--- src/hw/rtl/bqp_pkg.sv ---
// shared types, constants and helpers for the bounded queue with promote
package bqp_pkg;

   // queue depth and derived widths
   localparam int CAPACITY = 8;
   localparam int ADDR_W   = (CAPACITY > 1) ? $clog2(CAPACITY) : 1;
   localparam int COUNT_W  = $clog2(CAPACITY + 1);
   localparam int TOTAL_W  = $clog2(CAPACITY * 15 + 1);
   localparam int WAIT_W   = 7;
   localparam int SUM_W    = (TOTAL_W > WAIT_W) ? TOTAL_W : WAIT_W;
   localparam int WAIT_MAX = 127;

   // command codes
   localparam logic [1:0] CMD_ENQ   = 2'd0;
   localparam logic [1:0] CMD_DEQ   = 2'd1;
   localparam logic [1:0] CMD_PROMO = 2'd2;

   // result status codes
   localparam logic [2:0] ST_ENQUEUED     = 3'd0;
   localparam logic [2:0] ST_FULL         = 3'd1;
   localparam logic [2:0] ST_SERVED       = 3'd2;
   localparam logic [2:0] ST_EMPTY        = 3'd3;
   localparam logic [2:0] ST_PROMO_SERVED = 3'd4;
   localparam logic [2:0] ST_MOVED        = 3'd5;
   localparam logic [2:0] ST_NOT_FOUND    = 3'd6;

   // one stored queue entry
   typedef struct packed {
      logic [7:0] id;
      logic [3:0] tm;
   } entry_type;

   localparam int ENTRY_W = $bits(entry_type);

   // sequencer states
   typedef enum logic [2:0] {
      SEQ_IDLE,
      SEQ_HEAD_RD,
      SEQ_SCAN,
      SEQ_SHIFT_RD,
      SEQ_SHIFT_WR,
      SEQ_FRONT,
      SEQ_RESP
   } state_type;

   // physical slot of a logical position in the circular store
   function automatic logic [ADDR_W-1:0] slot_of(input logic [ADDR_W-1:0] base,
                                                 input logic [ADDR_W:0]   off);
      logic [ADDR_W+1:0] sum;
      sum = {2'b00, base} + {1'b0, off};
      if (sum >= (ADDR_W + 2)'(CAPACITY)) begin
         sum = sum - (ADDR_W + 2)'(CAPACITY);
      end
      return sum[ADDR_W-1:0];
   endfunction

endpackage

--- src/hw/rtl/bounded_queue_with_promote.sv ---
// bounded fifo with dequeue and promote-to-front, one ram scanned by a sequencer
//
//  channel   | payload ports                                          | handshake
//  req (in)  | req_cmd, req_item_id, req_service_time                 | req_valid / req_stall
//  rsp (out) | rsp_status, rsp_out_id, rsp_wait_total, rsp_wait_valid | rsp_valid / rsp_stall
//
// enqueue and rejected commands go from idle straight to the response state, dequeue passes through the head read
// promote scans one ram entry per cycle through the single read port, then moves
// the entries ahead of the match back one at a time, each with a read and a write state
// a new command is taken only while the sequencer is idle; one result may wait in the
// output register while the next command runs
// reset is synchronous and empties the queue at once; the ram needs no clearing
module bounded_queue_with_promote (
   input  logic       clock,
   input  logic       reset,
   input  logic       req_valid,
   output logic       req_stall,
   input  logic [1:0] req_cmd,
   input  logic [7:0] req_item_id,
   input  logic [3:0] req_service_time,
   output logic       rsp_valid,
   input  logic       rsp_stall,
   output logic [2:0] rsp_status,
   output logic [7:0] rsp_out_id,
   output logic [6:0] rsp_wait_total,
   output logic       rsp_wait_valid
);

   bqp_pkg::state_type              state_ff, state_in;
   logic [bqp_pkg::ADDR_W-1:0]      head_ff, head_in;
   logic [bqp_pkg::COUNT_W-1:0]     count_ff, count_in;
   logic [bqp_pkg::SUM_W-1:0]       total_ff, total_in;
   logic [bqp_pkg::ADDR_W-1:0]      idx_ff, idx_in;
   logic [7:0]                      key_ff, key_in;
   logic [2:0]                      res_status_ff, res_status_in;
   logic [7:0]                      res_id_ff, res_id_in;
   logic [bqp_pkg::WAIT_W-1:0]      res_wait_ff, res_wait_in;
   logic                            res_wval_ff, res_wval_in;
   logic                            rsp_valid_ff, rsp_valid_in;
   logic [2:0]                      rsp_status_ff;
   logic [7:0]                      rsp_out_id_ff;
   logic [bqp_pkg::WAIT_W-1:0]      rsp_wait_total_ff;
   logic                            rsp_wait_valid_ff;
   logic                            rsp_load;

   logic                            ram_we;
   logic [bqp_pkg::ADDR_W-1:0]      ram_waddr;
   logic [bqp_pkg::ADDR_W-1:0]      ram_raddr;
   bqp_pkg::entry_type              ram_wdata;
   bqp_pkg::entry_type              ram_rdata;
   logic [bqp_pkg::SUM_W-1:0]       enq_sum;

   // entry store
   bqp_ram #(
      .WIDTH (bqp_pkg::ENTRY_W),
      .DEPTH (bqp_pkg::CAPACITY)
   ) u_ram (
      .clock   (clock),
      .wr_en   (ram_we),
      .wr_addr (ram_waddr),
      .wr_data (ram_wdata),
      .rd_addr (ram_raddr),
      .rd_data (ram_rdata)
   );

   assign enq_sum = total_ff + bqp_pkg::SUM_W'(req_service_time);

   // sequencer next state, ram control and queue bookkeeping
   always_comb begin
      state_in      = state_ff;
      head_in       = head_ff;
      count_in      = count_ff;
      total_in      = total_ff;
      idx_in        = idx_ff;
      key_in        = key_ff;
      res_status_in = res_status_ff;
      res_id_in     = res_id_ff;
      res_wait_in   = res_wait_ff;
      res_wval_in   = res_wval_ff;
      ram_we        = 1'b0;
      ram_waddr     = head_ff;
      ram_wdata     = ram_rdata;
      ram_raddr     = head_ff;
      rsp_load      = 1'b0;
      case (state_ff)
         bqp_pkg::SEQ_IDLE: begin
            res_id_in   = 8'd0;
            res_wait_in = '0;
            res_wval_in = 1'b0;
            key_in      = req_item_id;
            idx_in      = '0;
            if (req_valid) begin
               case (req_cmd)
                  bqp_pkg::CMD_ENQ: begin
                     state_in = bqp_pkg::SEQ_RESP;
                     if (count_ff == bqp_pkg::COUNT_W'(bqp_pkg::CAPACITY)) begin
                        res_status_in = bqp_pkg::ST_FULL;
                     end else begin
                        ram_we        = 1'b1;
                        ram_waddr     = bqp_pkg::slot_of(head_ff,
                                           (bqp_pkg::ADDR_W + 1)'(count_ff));
                        ram_wdata.id  = req_item_id;
                        ram_wdata.tm  = req_service_time;
                        count_in      = count_ff + 1'b1;
                        total_in      = enq_sum;
                        res_status_in = bqp_pkg::ST_ENQUEUED;
                        res_wait_in   = (enq_sum > bqp_pkg::SUM_W'(bqp_pkg::WAIT_MAX)) ?
                                        bqp_pkg::WAIT_W'(bqp_pkg::WAIT_MAX) :
                                        enq_sum[bqp_pkg::WAIT_W-1:0];
                        res_wval_in   = (count_ff != '0);
                     end
                  end
                  bqp_pkg::CMD_DEQ: begin
                     if (count_ff == '0) begin
                        res_status_in = bqp_pkg::ST_EMPTY;
                        state_in      = bqp_pkg::SEQ_RESP;
                     end else begin
                        state_in = bqp_pkg::SEQ_HEAD_RD;
                     end
                  end
                  bqp_pkg::CMD_PROMO: begin
                     if (count_ff == '0) begin
                        res_status_in = bqp_pkg::ST_NOT_FOUND;
                        state_in      = bqp_pkg::SEQ_RESP;
                     end else begin
                        state_in = bqp_pkg::SEQ_SCAN;
                     end
                  end
                  default: begin
                     state_in = bqp_pkg::SEQ_IDLE;
                  end
               endcase
            end
         end

         // head entry is on the read port: pop it
         bqp_pkg::SEQ_HEAD_RD: begin
            res_status_in = bqp_pkg::ST_SERVED;
            res_id_in     = ram_rdata.id;
            total_in      = total_ff - bqp_pkg::SUM_W'(ram_rdata.tm);
            head_in       = bqp_pkg::slot_of(head_ff, (bqp_pkg::ADDR_W + 1)'(1));
            count_in      = count_ff - 1'b1;
            state_in      = bqp_pkg::SEQ_RESP;
         end

         // compare one entry per cycle, read the next one ahead
         bqp_pkg::SEQ_SCAN: begin
            ram_raddr = bqp_pkg::slot_of(head_ff, {1'b0, idx_ff} + 1'b1);
            if (ram_rdata.id == key_ff) begin
               res_id_in = key_ff;
               total_in  = total_ff - bqp_pkg::SUM_W'(ram_rdata.tm);
               if (idx_ff == '0) begin
                  res_status_in = bqp_pkg::ST_PROMO_SERVED;
                  head_in       = bqp_pkg::slot_of(head_ff, (bqp_pkg::ADDR_W + 1)'(1));
                  count_in      = count_ff - 1'b1;
                  state_in      = bqp_pkg::SEQ_RESP;
               end else begin
                  res_status_in = bqp_pkg::ST_MOVED;
                  state_in      = bqp_pkg::SEQ_SHIFT_RD;
               end
            end else if (bqp_pkg::COUNT_W'(idx_ff) + 1'b1 == count_ff) begin
               res_status_in = bqp_pkg::ST_NOT_FOUND;
               state_in      = bqp_pkg::SEQ_RESP;
            end else begin
               idx_in = idx_ff + 1'b1;
            end
         end

         // fetch the entry just ahead of the hole
         bqp_pkg::SEQ_SHIFT_RD: begin
            ram_raddr = bqp_pkg::slot_of(head_ff, {1'b0, idx_ff} - 1'b1);
            state_in  = bqp_pkg::SEQ_SHIFT_WR;
         end

         // move it back one place
         bqp_pkg::SEQ_SHIFT_WR: begin
            ram_we    = 1'b1;
            ram_waddr = bqp_pkg::slot_of(head_ff, {1'b0, idx_ff});
            ram_wdata = ram_rdata;
            idx_in    = idx_ff - 1'b1;
            if (idx_ff == bqp_pkg::ADDR_W'(1)) begin
               state_in = bqp_pkg::SEQ_FRONT;
            end else begin
               state_in = bqp_pkg::SEQ_SHIFT_RD;
            end
         end

         // promoted entry goes to the head with zero time
         bqp_pkg::SEQ_FRONT: begin
            ram_we       = 1'b1;
            ram_waddr    = head_ff;
            ram_wdata.id = key_ff;
            ram_wdata.tm = 4'd0;
            state_in     = bqp_pkg::SEQ_RESP;
         end

         // hand the result to the output register once it is free
         bqp_pkg::SEQ_RESP: begin
            if (!rsp_valid_ff || !rsp_stall) begin
               rsp_load = 1'b1;
               state_in = bqp_pkg::SEQ_IDLE;
            end
         end

         default: begin
            state_in = bqp_pkg::SEQ_IDLE;
         end
      endcase
   end

   assign rsp_valid_in = rsp_load || (rsp_valid_ff && rsp_stall);

   // control registers
   always_ff @(posedge clock) begin
      if (reset) begin
         state_ff     <= bqp_pkg::SEQ_IDLE;
         head_ff      <= '0;
         count_ff     <= '0;
         total_ff     <= '0;
         rsp_valid_ff <= 1'b0;
      end else begin
         state_ff     <= state_in;
         head_ff      <= head_in;
         count_ff     <= count_in;
         total_ff     <= total_in;
         rsp_valid_ff <= rsp_valid_in;
      end
   end

   // working and result payload registers
   always_ff @(posedge clock) begin
      idx_ff        <= idx_in;
      key_ff        <= key_in;
      res_status_ff <= res_status_in;
      res_id_ff     <= res_id_in;
      res_wait_ff   <= res_wait_in;
      res_wval_ff   <= res_wval_in;
      if (rsp_load) begin
         rsp_status_ff     <= res_status_ff;
         rsp_out_id_ff     <= res_id_ff;
         rsp_wait_total_ff <= res_wait_ff;
         rsp_wait_valid_ff <= res_wval_ff;
      end
   end

   assign req_stall      = (state_ff != bqp_pkg::SEQ_IDLE);
   assign rsp_valid      = rsp_valid_ff;
   assign rsp_status     = rsp_status_ff;
   assign rsp_out_id     = rsp_out_id_ff;
   assign rsp_wait_total = rsp_wait_total_ff;
   assign rsp_wait_valid = rsp_wait_valid_ff;

   // occupancy never passes the capacity
   a_count_bound: assert property (@(posedge clock) disable iff (reset)
      count_ff <= bqp_pkg::COUNT_W'(bqp_pkg::CAPACITY))
      else $error("queue count above capacity");

   // the scan never runs past the last queued entry
   a_scan_bound: assert property (@(posedge clock) disable iff (reset)
      (state_ff == bqp_pkg::SEQ_SCAN) |-> (bqp_pkg::COUNT_W'(idx_ff) < count_ff))
      else $error("scan index beyond queue end");

   // a dequeue on a non-empty queue removes exactly one entry
   a_deq_count: assert property (@(posedge clock) disable iff (reset)
      (state_ff == bqp_pkg::SEQ_HEAD_RD) |=> (count_ff == $past(count_ff) - 1'b1))
      else $error("dequeue did not remove one entry");

   // moving an entry to the front keeps the count
   a_move_count: assert property (@(posedge clock) disable iff (reset)
      (state_ff == bqp_pkg::SEQ_SHIFT_WR) |=> $stable(count_ff))
      else $error("count changed while moving an entry");

endmodule

--- src/hw/rtl/bqp_ram.sv ---
// generic single write port ram with registered read
module bqp_ram #(
   parameter int WIDTH = 8,
   parameter int DEPTH = 8
) (
   input  logic                                       clock,
   input  logic                                       wr_en,
   input  logic [((DEPTH > 1) ? $clog2(DEPTH) : 1)-1:0] wr_addr,
   input  logic [WIDTH-1:0]                           wr_data,
   input  logic [((DEPTH > 1) ? $clog2(DEPTH) : 1)-1:0] rd_addr,
   output logic [WIDTH-1:0]                           rd_data
);

   logic [WIDTH-1:0] mem_ff [DEPTH];
   logic [WIDTH-1:0] rd_data_ff;

   // write port and registered read port
   always_ff @(posedge clock) begin
      if (wr_en) begin
         mem_ff[wr_addr] <= wr_data;
      end
      rd_data_ff <= mem_ff[rd_addr];
   end

   assign rd_data = rd_data_ff;

endmodule

--- config.mk ---
export PLATFORM = sky130hd
export DESIGN_NAME = bounded_queue_with_promote
export DESIGN_NICKNAME = d
export VERILOG_FILES = /design/src/hw/rtl/bqp_pkg.sv /design/src/hw/rtl/bounded_queue_with_promote.sv /design/src/hw/rtl/bqp_ram.sv
export SDC_FILE = /design/constraint.sdc
export NUM_CORES = 1
export LEC_CHECK = 0
export BUFFER_PORTS_ARGS = -buffer_cell sky130_fd_sc_hd__buf_2
export CORE_AREA = 2 2 148 92
export CTS_BUF_LIST = sky130_fd_sc_hd__clkbuf_8
export CTS_CLUSTER_DIAMETER = 80
export CTS_CLUSTER_SIZE = 8
export DETAILED_ROUTE_END_ITERATION = 10
export DIE_AREA = 0 0 150 94
export PLACE_DENSITY = 0.81
export SYNTH_ARGS = -nofsm -noshare
export SYNTH_HDL_FRONTEND = slang
export SYNTH_HIERARCHICAL = 1
export SYNTH_SLANG_ARGS = --single-unit
--- constraint.sdc ---
create_clock -name clock -period 6.2 [get_ports clock]
set_clock_uncertainty 0.05 [all_clocks]
set_input_delay 0.62 -clock clock [delete_from_list [all_inputs] [get_ports clock]]
set_output_delay 0.62 -clock clock [all_outputs]
set_load 0.005 [all_outputs]
# Word-level counts from Yosys, hierarchy flattened
# Memories as Yosys holds them, arrays and structs flattened. A register that Yosys moved wholly into a read port is not among the register bits.
# Cells that the tools add are included.
[word_totals]
reg_bits = 67
ram_bits = 96
input_bits = 18
output_inout_bits = 21
elab_cells = 150
n_memories = 1
[op_classes]
addsub = 18
n_lt_le_gt_ge = 6
eq_ne = 24
muxes = 60
n_bitwise = 2
n_reduce_logical = 24
[mem_list]
columns = ["name", "depth", "word_bits", "read_ports", "rd_ports_with_merged_regs", "wr", "line_no", "rtl"]
rows = [
  ["u_ram.mem_ff", 8, 12, 1, 1, 1, "bqp_ram.sv:14", "logic [WIDTH-1:0] mem_ff [DEPTH];"],
]
[ops]
columns = ["op", "count"]
rows = [
  ["$mux W3", 24],
  ["$mux W12", 3],
  ["$pmux W3 S3", 4],
  ["$mux W7", 5],
  ["$pmux W12 S2", 1],
  ["$pmux W8 S3", 1],
  ["$pmux W7 S3", 1],
  ["$mux W4", 5],
  ["$pmux W3 S2", 3],
  ["$pmux W3 S6", 1],
  ["$sub A3 B1 Y3 const B", 6],
  ["$add A3 B4 Y5", 3],
  ["$ge A5 B4 Y1 const B", 3],
  ["$ne A2 B2 Y1 const B", 7],
  ["$pmux W4 S3", 1],
  ["$reduce_and A6 Y1", 2],
  ["$eq A3 B3 Y1 const B", 3],
  ["$mux W1", 9],
  ["$ne A3 B3 Y1 const B", 3],
  ["$reduce_and A3 Y1", 3],
  ["$reduce_bool A3 Y1", 3],
  ["$add A3 B1 Y4 const B", 2],
  ["$eq A8 B8 Y1", 1],
  ["$ge A4 B4 Y1 const B", 2],
  ["other kinds (31)", 38],
]

# Longest topological paths before layout
# Gate-level depths: netlist of run 1.
[depth]
word_depth = 7
mapped_depth = 14
ltp_nobuf = 10

# Modules after synthesis
# The synthesis of run 1 kept the hierarchy.
[by_module_without_submodules]
columns = ["mod", "n_inst", "cells_each", "area_per_inst_um2", "seq_area_each_um2"]
rows = [
  ["bqp_ram", 1, 164, 3987.6, 3123.0],
  ["bounded_queue_with_promote", 1, 390, 3983.8, 1831.8],
]

# Worst setup path before layout of run 1
# Ideal clock, no wire load.
[synth_timing]
path_kind = "flip-flop to flip-flop"
startpoint = "register idx_ff[0] (netlist name)"
endpoint = "register u_ram.rd_data_ff[0], in the netlist u_ram/rd_data[0] (read register of u_ram.mem_ff)"
setup_ns = 0.121
arrival_ns = 2.915
required_ns = 6.029
slack_ns = 3.114
path_stages_with_launch = 13
n_path_buf = 2
period_less_slack_ns = 3.086
path_cell_list = "edfxtp_1 > inv_1 > ha_1 > xnor2_1 > fa_1 > xor2_1 > xnor2_1 > nand2_1 > xnor2_1 > clkbuf_1 > buf_2 > mux4_2 > mux2_2"
[synth_via]
elab_chain_cells = 5
word_cells_on_any_way = 11
classes_between = "add/sub (6); order compare (2); mux (3)"
[synth_lines]
columns = ["element", "line_no", "rtl"]
rows = [
  ["start: declaration", "bounded_queue_with_promote.sv:33", "logic [bqp_pkg::ADDR_W-1:0] idx_ff, idx_in;"],
  ["start signal: assignment", "bounded_queue_with_promote.sv:232", "idx_ff <= idx_in;"],
  ["$sub A3 B1 Y4 or $add A3 B1 Y4 (tied branches)", "bounded_queue_with_promote.sv:171, bounded_queue_with_promote.sv:148", ""],
  ["$add A3 B4 Y5", "bqp_pkg.sv:50", "sum = {2'b00, base} + {1'b0, off};"],
  ["$ge A5 B4 Y1 or $sub A3 B1 Y3 (tied branches)", "bqp_pkg.sv:51, bqp_pkg.sv:52", ""],
  ["$mux W3", "bqp_pkg.sv:51", "if (sum >= (ADDR_W + 2)'(CAPACITY)) begin"],
  ["$pmux W3 S2 *", "bounded_queue_with_promote.sv:85", "case (state_ff)"],
  ["named net ram_raddr, one bit", "bounded_queue_with_promote.sv:48", "logic [bqp_pkg::ADDR_W-1:0] ram_raddr;"],
  ["end: declaration", "bqp_ram.sv:15", "logic [WIDTH-1:0] rd_data_ff;"],
]
# The timed path passes the listed nets; every way through them passes the cells marked *.
# A chain may end at the register's enable or synchronous reset.

# Worst setup path in the final report of run 1
[layout_timing]
startpoint = "register state_ff[1]"
endpoint = "register u_ram.rd_data_ff[10], in the netlist u_ram/rd_data[10] (read register of u_ram.mem_ff)"
[layout_via]
elab_chain_cells = 2
word_cells_on_any_way = 3
classes_between = "eq/ne (2); mux (1)"
[layout_lines]
columns = ["element", "line_no", "rtl"]
rows = [
  ["start: declaration", "bounded_queue_with_promote.sv:29", "bqp_pkg::state_type state_ff, state_in;"],
  ["start signal: assignment", "bounded_queue_with_promote.sv:216", "state_ff <= bqp_pkg::SEQ_IDLE;"],
  ["start signal: assignment", "bounded_queue_with_promote.sv:222", "state_ff <= state_in;"],
  ["$eq A3 B2 Y1", "bounded_queue_with_promote.sv:85", ""],
  ["$pmux W3 S2 *", "bounded_queue_with_promote.sv:85", ""],
  ["named net ram_raddr, one bit", "bounded_queue_with_promote.sv:48", ""],
]
# Marks and branches as above.

==> impl_metrics.toml, run 1 <==
[status]
status = "finished, final reports clean"

[routing]
viasPerCell = 6.200
drt-total-wl_um = 16420
first_iter_violations = 454
remaining_drc_errors = 0
dr_total_vias = 4842
first_pass_iters = 5
wire_per_inst_um = 21.03
antenna_left = 0

[floorplan]
die-area_um2 = 14100
coreArea_um2 = 12650
die_y_um = 94
ios = 39
fp.dieW_um = 150
start_util = 0.6300
row_count = 32

[clock_network]
root_buffer = "clkbuf_8"
cts_tree = "done"
clkTransAtPathRegs_ns = 0.10
cts_max_level = 4
postCtsSetupBuffers = 0
cts-resized-gates = 0
numCtsBuffers = 17
cts.sinks = 175
cts_buffer_depth = 2
postCtsHoldBufs = 0
clk_latency_ns = 0.45

[sta]
fin_crit_sh = 0.6043
setup_slack_ns = 2.453
relSlewSlack = 0.1689
maxSlewViolCount = 0
tns_ns = 0
setup_viol = 0
worstMarginPinSlew_ns = 1.247
final-hold-violation-count = 0
max_freq_mhz = 266.9
rsz0062_at_grt = "false"
fin_crit_ns = 3.747

[final_layout]
nNetsFinal = 644
area_growth_pct = 9.119
fill_cells = 875
regArea_um2 = 4955
layout-drive-gt1-share = 0.1931
multiInputGateArea_um2 = 2825
fin_cells = 781
diodes = 0

[power_and_ir_drop]
vdd_ir_drop_max_mv = 0.1992
p_sw_uw = 1527
p_leak_uw = 0.003173
clkPwrFrac = 0.182
power_density_nw_per_um2 = 476.3
internal_power_uw = 2616
switching_share = 0.3685
p_comb_frac = 0.367
p_seq_frac = 0.451

[job]
max-cap-violations = 0

[placed_design]
post-place-ws_ns = 2.522
routabilityCongestion = 0.9012
detailed_place_hpwl_um = 11020
portBuffers = 38
place_inst = 749

[global_routing]
grt_overflow_total = 0
grt_max_degree = 30
grt_usage = 0.2492
grt_pass1_vias = 4715
antenna_found_initial = 0
grt_first_pass_wirelength_um = 25630

[logic_synthesis]
synth_fp_nets = 600
synth_cell_types = 55
synth_area_per_cell_um2 = 14.39
yosys_warnings = 6
synth.most_common_cell = "edfxtp_1"
syn_area_um2 = 7971
synthCells = 554
seq_area_frac_synth = 0.6216
synth.area.top_cells = "edfxtp_1 55%, dfxtp_1 7.5%, mux4_1 6.9%, ha_1 3.5%, nor2_1 2.2%"
yosys.area.top_type = "edfxtp_1"
yosysTopAreaCellShare = 0.5462
synth-seq-cells = 175
synth_edf_count = 145
synthArstFlopShare = 0
synth_ff_type = "edfxtp_1"
netlist_top_cells_count = "145 x edfxtp_1, 47 x nor2_1, 44 x nand2_1"

[setup_path]
path_cells = "nor2b_1 -> nand2_1 -> xnor2_1 -> fa_1 -> xor2_1 -> xnor2_1 -> nand2_1 -> xnor2_2 -> buf_4 -> mux4_2 -> mux2_2"
endpoint_kind = "register"
critPathMaxStageDelay_ns = 0.72
crit_path_start_kind = "register"
critical_path_required_ns = 6.50
crit_arrival_ns = 4.04
cp_max_fo = 24
path_delay_family = "simple AND/OR/NAND/NOR gates"
cp_slowest_cell = "dfxtp_1"
path_buf_inv = 1
path_class = "reg -> reg"

[worst_hold_path]
hold_path.class = "in -> reg"
layout by cell type (no fill, tap or decap), types with 10 or more instances in the layout:
cell type | synthesis | final
clkbuf_8 | 0 | 17
xnor2_1 | 18 | 17
edfxtp_1 | 145 | 145
a21oi_1 | 26 | 25
a22oi_1 | 18 | 18
nand2_1 | 44 | 44
buf_4 | 2 | 10
dfxtp_1 | 30 | 30
inv_1 | 15 | 15
mux4_1 | 21 | 21
ha_1 | 22 | 22
nor3_1 | 14 | 14
nor2_1 | 47 | 47
buf_2 | 5 | 38
mux2_2 | 14 | 14
o21ai_0 | 13 | 13
xor2_1 | 13 | 13
worst register-to-register path: stages (launching register included):
cell and delay (ns):
dfxtp_1 0.72, nor2b_1 0.57, nand2_1 0.14, xnor2_1 0.19, fa_1 0.42, xor2_1 0.16
xnor2_1 0.16, nand2_1 0.10, xnor2_2 0.15, buf_4 0.33, mux4_2 0.37, mux2_2 0.29
cell families after synthesis:
| kind of cell | count (synthesis) | share of synthesized area |
|---|---|---|
| multiplexers | 45 | 0.1066 |
| AND/OR/NAND/NOR | 148 | 0.09104 |
| flip-flops | 175 | 0.6216 |
| buffers and inverters | 39 | 0.02543 |
| adder cells (fa/ha/maj) | 28 | 0.04960 |
| XOR/XNOR | 31 | 0.03406 |
| AO/OA/AOI/OAI | 88 | 0.07173 |
sequential cells by signal (all words and copies together), names as in the netlist, 4 cells and up:
name,cells
u_ram/mem_ff,96
u_ram/rd_data,12
key_ff,8
res_id_ff,8
rsp_out_id,8
res_wait_ff,7
rsp_wait_total,7
total_ff,7
count_ff,4
through the flow:
stage | instance area, um2 | total power, uW | util | hold slack [ns]
2_1_floorplan | 7971 | 3024 | - | 0.3503
3_3_place_gp | 8318 | 3290 | 0.6574 | 0.3506
3_5_place_dp | 8318 | 3383 | 0.6574 | 0.3545
4_1_cts | 8698 | 4143 | 0.6875 | 0.2944
5_1_grt | 8698 | 4371 | 0.6875 | 0.2928
6_report | 8698 | 4143 | 0.6875 | 0.3115
metal layers:
metal / routed length [um] / GRT usage / vias to the layer above
li1: - / - / 2185
met4: 265 / 0.07862 / 0
met5: 0 / 0 / -
met3: 1419 / 0.07087 / 28
met2: 7376 / 0.3714 / 213
met1: 7361 / 0.3590 / 2416
area by class of cell:
class	instances	area share
inverter	16	0.006904
tap	170	0.02445
clock buffer	17	0.02690
timing repair buffer	48	0.03049
sequential	175	0.5696
clock inverter	15	0.01683
multi-input combinational	340	0.3248
power by group through the flow:
| stage | Sequential, uW | Combinational (uW) | Clock, uW |
|---|---|---|---|
| 2_1_floorplan | 1810 | 1220 | 0 |
| 3_3_place_gp | 1880 | 1410 | 0 |
| 3_5_place_dp | 1890 | 1490 | 0 |
| 4_1_cts | 1870 | 1510 | 771 |
| 5_1_grt | 1900 | 1650 | 821 |
| 6_report | 1870 | 1520 | 754 |
worst paths after layout:
path,startpoint,endpoint,slack [ns],cells past startpoint
worst max-delay path,state_ff[1],u_ram/rd_data[10],2.45,11
worst min-delay path,req_item_id[1],key_ff[1],0.31,1
worst max register to register,state_ff[1],u_ram/rd_data[10],2.45,11
worst min register to register,res_id_ff[7],rsp_out_id[7],0.37,0
Power figures use the tool's default switching activity.
==> run 2: changes to the inputs <==
--- a/config.mk
+++ b/config.mk
@@ -5,13 +5,14 @@
 export SDC_FILE = /design/constraint.sdc
 export NUM_CORES = 1
 export LEC_CHECK = 0
+export ABC_AREA = 1
 export BUFFER_PORTS_ARGS = -buffer_cell sky130_fd_sc_hd__buf_2
-export CORE_AREA = 2 2 148 92
+export CORE_AREA = 2 2 154 96
 export CTS_BUF_LIST = sky130_fd_sc_hd__clkbuf_8
 export CTS_CLUSTER_DIAMETER = 80
 export CTS_CLUSTER_SIZE = 8
 export DETAILED_ROUTE_END_ITERATION = 10
-export DIE_AREA = 0 0 150 94
+export DIE_AREA = 0 0 156 98
 export PLACE_DENSITY = 0.81
 export SYNTH_ARGS = -nofsm -noshare
 export SYNTH_HDL_FRONTEND = slang
==> constraint.sdc (replaced) <==
create_clock -name clock -period 3.78 [get_ports clock]
set_clock_uncertainty 0.05 [all_clocks]
set_input_delay 0.378 -clock clock [delete_from_list [all_inputs] [get_ports clock]]
set_output_delay 0.378 -clock clock [all_outputs]
set_load 0.005 [all_outputs]
==> run 2 against run 1 <==
Hold slack lost 0.23 ns. Largest power group is now combinational logic. Non-clock buffer count grew 5. First-iteration DRC count grew 61%. Setup slack lost 1.6 ns. Clock power grew 78%. Wire length grew 15%. Via count grew 31%.
==> impl_metrics.toml, run 2 <==
[status]
status = "finished, final reports clean"

[setup_path]
rr_worst_depth = 12
path_class = "reg -> reg"
critPathMostFrequentCell = "inv_1"
cp_slowest_cell = "edfxtp_1"
critical_path_required_ns = 4.06
path_cells = "inv_1 -> ha_1 -> inv_1 -> xor2_1 -> fa_1 -> or2_1 -> nand3_2 -> xor2_1 -> buf_4 -> inv_1 -> nand2_1 -> nand2_1"
crit_path_start_kind = "register"
critPathMaxStageDelay_ns = 0.52
cp_max_fo = 13
r2r_slack_ns = 0.83
endpoint_kind = "register"
crit_arrival_ns = 3.23

[power_and_ir_drop]
p_leak_uw = 0.004279
p_seq_frac = 0.377
p_sw_uw = 3653
p_comb_frac = 0.460
switching_share = 0.4437
internal_power_uw = 4579
finalPower_uw = 8232
vdd_ir_drop_max_mv = 0.4377
clkPwrFrac = 0.162
power_density_nw_per_um2 = 870.7

[logic_synthesis]
seq_area_frac_synth = 0.5733
synth_fp_nets = 988
yosys.area.top_type = "edfxtp_1"
synth_cell_types = 38
synthArstFlopShare = 0
synthCells = 942
synth_area_per_cell_um2 = 9.174
syn_area_um2 = 8642
yosys_warnings = 6
synth.most_common_cell = "nand2_1"
yosysTopAreaCellShare = 0.5038
netlist_top_cells_count = "276 x nand2_1, 145 x edfxtp_1, 145 x inv_1"
synth-seq-cells = 175
synth_edf_count = 145
synth_ff_type = "edfxtp_1"
synth.area.top_cells = "edfxtp_1 50%, nand2_1 12%, dfxtp_1 6.9%, inv_1 6.3%, nand3_1 5.4%"

[clock_network]
cts-resized-gates = 0
clkTransAtPathRegs_ns = 0.10
root_buffer = "clkbuf_8"
cts_buffer_depth = 2
postCtsHoldBufs = 0
clk_latency_ns = 0.46
postCtsSetupBuffers = 0
cts_tree = "done"
cts_max_level = 4
numCtsBuffers = 17
cts.sinks = 175

[routing]
first_iter_violations = 731
wire_per_inst_um = 15.99
viasPerCell = 5.389
wl_met2_um = 8157
antenna_left = 0
remaining_drc_errors = 0
highest_layer = "met4"
first_pass_iters = 5
drt-total-wl_um = 18890
met3_length_um = 1965
dr_total_vias = 6364
met1_length_um = 8560

[final_layout]
final_cell_mix = "276 x nand2_1, 145 x inv_1, 145 x edfxtp_1"
nNetsFinal = 1034
largest_register = "u_ram/mem_ff"
layout-drive-gt1-share = 0.1189
diodes = 0
area_growth_pct = 9.396
fin_util = 0.6755
fill_cells = 1067
mostFrequentLayoutCell = "nand2_1"
largest_register_ffs = 96
fin_cells = 1181

[worst_hold_path]
hold_depth = 1
hold_path.class = "in -> reg"

[sta]
final-hold-violation-count = 0
relSlewSlack = 0.4050
max_freq_mhz = 339.2
maxSlewViolCount = 0
tns_ns = 0
rsz0062_at_grt = "false"
fin_crit_sh = 0.7800
worstMarginPinSlew_ns = 0.8926
setup_viol = 0
fin_crit_ns = 2.948

[floorplan]
fp.dieW_um = 156
ios = 39
row_count = 34
start_util = 0.6175
die-area_um2 = 15290
die_y_um = 98
coreArea_um2 = 14000

[placed_design]
portBuffers = 38
routabilityCongestion = 0.9019
detailed_place_hpwl_um = 13190
place_inst = 1149

[global_routing]
grt_overflow_total = 0
grt_usage = 0.2586
antenna_found_initial = 0
grt_pass1_vias = 5845
grt_first_pass_wirelength_um = 30200
grt_max_degree = 49

[job]
max-cap-violations = 0
[run 2: changes by cell type after synthesis, sizes merged, moves of 16 or more]
cell	before	now
mux4	24	0
clkinv	0	19
inv	16	163
a22oi	18	0
nand2	44	281
mux2	16	0
nand3	4	97
[run 2: path summary, 6_finish.rpt]
path / end / start
worst max-delay path: u_ram/rd_data[6] / idx_ff[0]
worst min register to register: rsp_wait_total[1] / res_wait_ff[1]
worst max register to register: u_ram/rd_data[6] / idx_ff[0]
worst min-delay path: key_ff[3] / req_item_id[3]
[run 2: layout make-up]
type / instances / area (um2) / share of cell area
inverter: 182 / 683.2 / 0.07226
sequential: 175 / 4955 / 0.5241
timing repair buffer: 53 / 302.8 / 0.03203
clock buffer: 17 / 234.0 / 0.02475
multi-input combinational: 559 / 2874 / 0.3040
clock inverter: 15 / 180.2 / 0.01906
tap: 180 / 225.2 / 0.02382
[run 2: per-stage QoR]
step                instance area [um2]  setup WS, ns  hold WS [ns]
floorplan                          8642         1.194        0.3503
global placement                   9040        0.9672        0.3507
detailed placement                 9040        0.8602        0.3545
CTS                                9454        0.8457       0.08084
global route                       9454        0.5765       0.07161
finish                             9454        0.8315       0.08648
[run 2: cell families (layout without fill, tap and decap cells)]
family                   count (synthesis)  in the layout  share of synthesized area
multiplexers                             1              1                   0.001158
AND/OR/NAND/NOR                        444            444                     0.2195
XOR/XNOR                                17             17                    0.01723
adder cells (fa/ha/maj)                 28             28                    0.04575
buffers and inverters                  208            267                    0.09584
flip-flops                             175            175                     0.5733
AO/OA/AOI/OAI                           69             69                    0.04720
[run 2: critical path: cells and delay by family, from the launching register on]
family,cells,cell delay [ns]
flip-flops,1,0.52
adder cells (fa/ha/maj),2,0.72
buffers and inverters,4,0.69
AND/OR/NAND/NOR,4,0.52
XOR/XNOR,2,0.32
[run 2: metal layers]
layer,global-route usage,up-vias
li1,-,3117
met1,0.3969,2917
met2,0.3761,307
met3,0.05371,23
met4,0.07198,0
met5,0,-
[run 2: power groups by stage]
stage / Clock (uW) / Combinational, uW / Sequential, uW
final: 1340 / 3790 / 3110
after global routing: 1430 / 4270 / 3150
after CTS: 1350 / 3750 / 3100
after detailed placement: 0 / 3710 / 3150
after global placement: 0 / 3600 / 3130
after floorplan: 0 / 2820 / 3050
==> run 3: changes to the inputs <==
--- a/config.mk
+++ b/config.mk
@@ -5,14 +5,14 @@
 export SDC_FILE = /design/constraint.sdc
 export NUM_CORES = 1
 export LEC_CHECK = 0
-export ABC_AREA = 1
+export ABC_AREA = 0
 export BUFFER_PORTS_ARGS = -buffer_cell sky130_fd_sc_hd__buf_2
-export CORE_AREA = 2 2 154 96
+export CORE_AREA = 2 2 148 92
 export CTS_BUF_LIST = sky130_fd_sc_hd__clkbuf_8
 export CTS_CLUSTER_DIAMETER = 80
 export CTS_CLUSTER_SIZE = 8
 export DETAILED_ROUTE_END_ITERATION = 10
-export DIE_AREA = 0 0 156 98
+export DIE_AREA = 0 0 150 94
 export PLACE_DENSITY = 0.81
 export SYNTH_ARGS = -nofsm -noshare
 export SYNTH_HDL_FRONTEND = slang
==> constraint.sdc (replaced) <==
create_clock -name clock -period 2.98 [get_ports clock]
set_clock_uncertainty 0.05 [all_clocks]
set_input_delay 0.298 -clock clock [delete_from_list [all_inputs] [get_ports clock]]
set_output_delay 0.298 -clock clock [all_outputs]
set_load 0.005 [all_outputs]
==> run 3 against run 2 <==
The flow now finishes with violations (negative setup slack). Critical path depth increased by 1. Sequential power increased by 23%. Power is 11% higher. Final area fell by 3.6%. Clock power increased by 23%. Largest cell class unchanged.
==> impl_metrics.toml, run 3 (synthesized netlist as in run 1, its figures left out) <==
[status]
status = "finished, violations left"
violations = "negative setup slack"

[global_routing]
grt_pass1_vias = 5022
antenna_found_initial = 0
grt_overflow_total = 0
grt_usage = 0.2643
grt_first_pass_wirelength_um = 27110
grt_max_degree = 29

[clock_network]
cts.sinks = 175
clk_latency_ns = 0.46
root_buffer = "clkbuf_8"
cts_tree = "done"
numCtsBuffers = 17
cts_buffer_depth = 2
clkTransAtPathRegs_ns = 0.10
cts_max_level = 4

[placed_design]
routabilityCongestion = 0.8815
portBuffers = 38
post-place-ws_ns = 0.04532
detailed_place_hpwl_um = 11550

[final_layout]
nNetsFinal = 679
mostFrequentLayoutCell = "edfxtp_1"
diodes = 0
final_cell_mix = "145 x edfxtp_1, 47 x nor2_1, 44 x nand2_1"
largest_register = "u_ram/mem_ff"
largest_register_ffs = 96
layout-drive-gt1-share = 0.2446
area_growth_pct = 14.35

[worst_hold_path]
worstHoldStart = "rsp_stall"
hold_depth = 3
hold-path-endpoint = "rsp_valid"
hold_path.class = "in -> reg"

[setup_path]
path_class = "reg -> reg"
worstSetupStartpoint = "idx_ff[1]"
cp_max_fo = 6
r2r_start = "idx_ff[1]"
crit_path_start_kind = "register"
r2r_slack_ns = -0.05
r2r_end = "u_ram/rd_data[4]"
rr_worst_depth = 13
crit_arrival_ns = 3.32
critical_path_required_ns = 3.27
endpoint_kind = "register"

[power_and_ir_drop]
finalPower_uw = 9147
p_leak_uw = 0.003388
vdd_ir_drop_max_mv = 0.4563
power_density_nw_per_um2 = 1004

[floorplan]
ios = 39
die_y_um = 94
die-area_um2 = 14100
fp.dieW_um = 150
start_util = 0.6300
coreArea_um2 = 12650
row_count = 32

[routing]
dr_total_vias = 5077
first_iter_violations = 478
antenna_left = 0
first_pass_iters = 6
viasPerCell = 6.222
wire_per_inst_um = 21.67
drt-total-wl_um = 17680
remaining_drc_errors = 0

[sta]
fin_crit_sh = 1.016
maxSlewViolCount = 0
max_freq_mhz = 330.4
worstMarginPinSlew_ns = 0.9464
setup_viol = 2
setup_slack_ns = -0.04629
relSlewSlack = 0.3637
rsz0062_at_grt = "true"
final-hold-violation-count = 0
holdWs_ns = 0.1408
fin_crit_ns = 3.026

[job]
max-cap-violations = 0
## run 3: layout make-up
| type | count | area, um2 |
|---|---|---|
| flip-flops and latches | 175 | 4955 |
| fillers | 834 | 3537 |
| inverters | 16 | 60.06 |
| multi-input cells | 340 | 2863 |
| repair buffers | 83 | 620.6 |
| well taps | 170 | 212.7 |
| clock inverters | 15 | 170.2 |
| clock buffers | 17 | 234.0 |
## run 3: worst max path at each step
stage / endpoint / slack [ns] / cells after the start
after floorplan: u_ram/rd_data[0] / 0.02 / 14
after global placement: u_ram/rd_data[0] / 0.15 / 11
after detailed placement: u_ram/rd_data[0] / 0.05 / 11
after CTS: u_ram/rd_data[4] / 0.0004 / 12
after global routing: u_ram/rd_data[4] / -0.13 / 13
final: u_ram/rd_data[4] / -0.05 / 13
## run 3: metal layers
layer,up-vias,share of wire,global-route usage
met2,279,0.47,0.4091
met3,30,0.093,0.07670
li1,2254,-,-
met5,-,0,0
met4,0,0.011,0.08648
met1,2514,0.43,0.3652
## run 3: critical path, stage by stage, from the launching register on
cell and delay (ns):
edfxtp_1 0.43, inv_2 0.10, ha_4 0.22, xnor2_2 0.16
fa_2 0.36, xor2_2 0.16, xnor2_1 0.18, nand2_1 0.11
xnor2_2 0.15, buf_4 0.15, buf_12 0.12, buf_16 0.14
mux4_2 0.30, mux2_4 0.28
## run 3: per-stage QoR
step	cells	cell area (um2)	setup TNS, ns	util
global placement	766	8506	0	0.6723
CTS	814	9096	0	0.7189
finish	816	9115	-0.06076	0.7204
detailed placement	766	8506	0	0.6723
global route	816	9115	-0.9855	0.7204
floorplan	554	8000	0	-
## run 3: power by group
| group | leakage (uW) | internal [uW] | switching, uW |
|---|---|---|---|
| registers | 0.00161 | 3490 | 338 |
| clock network | 0.000205 | 708 | 947 |
| logic | 0.00158 | 1610 | 2060 |
| total | 0.00339 | 5810 | 3340 |
## run 3: timing repair
| action | 4_1_cts | 5_1_grt |
|---|---|---|
| cloned | 2 | 0 |
| endpoints found under the hold margin | 7 | 1 |
| setup buffers | 7 | 3 |
| pin swaps | 3 | 6 |
| resized for setup | 4 | 13 |
| setup endpoints to repair | 1 | 108 |
| hold buffers | 7 | 1 |
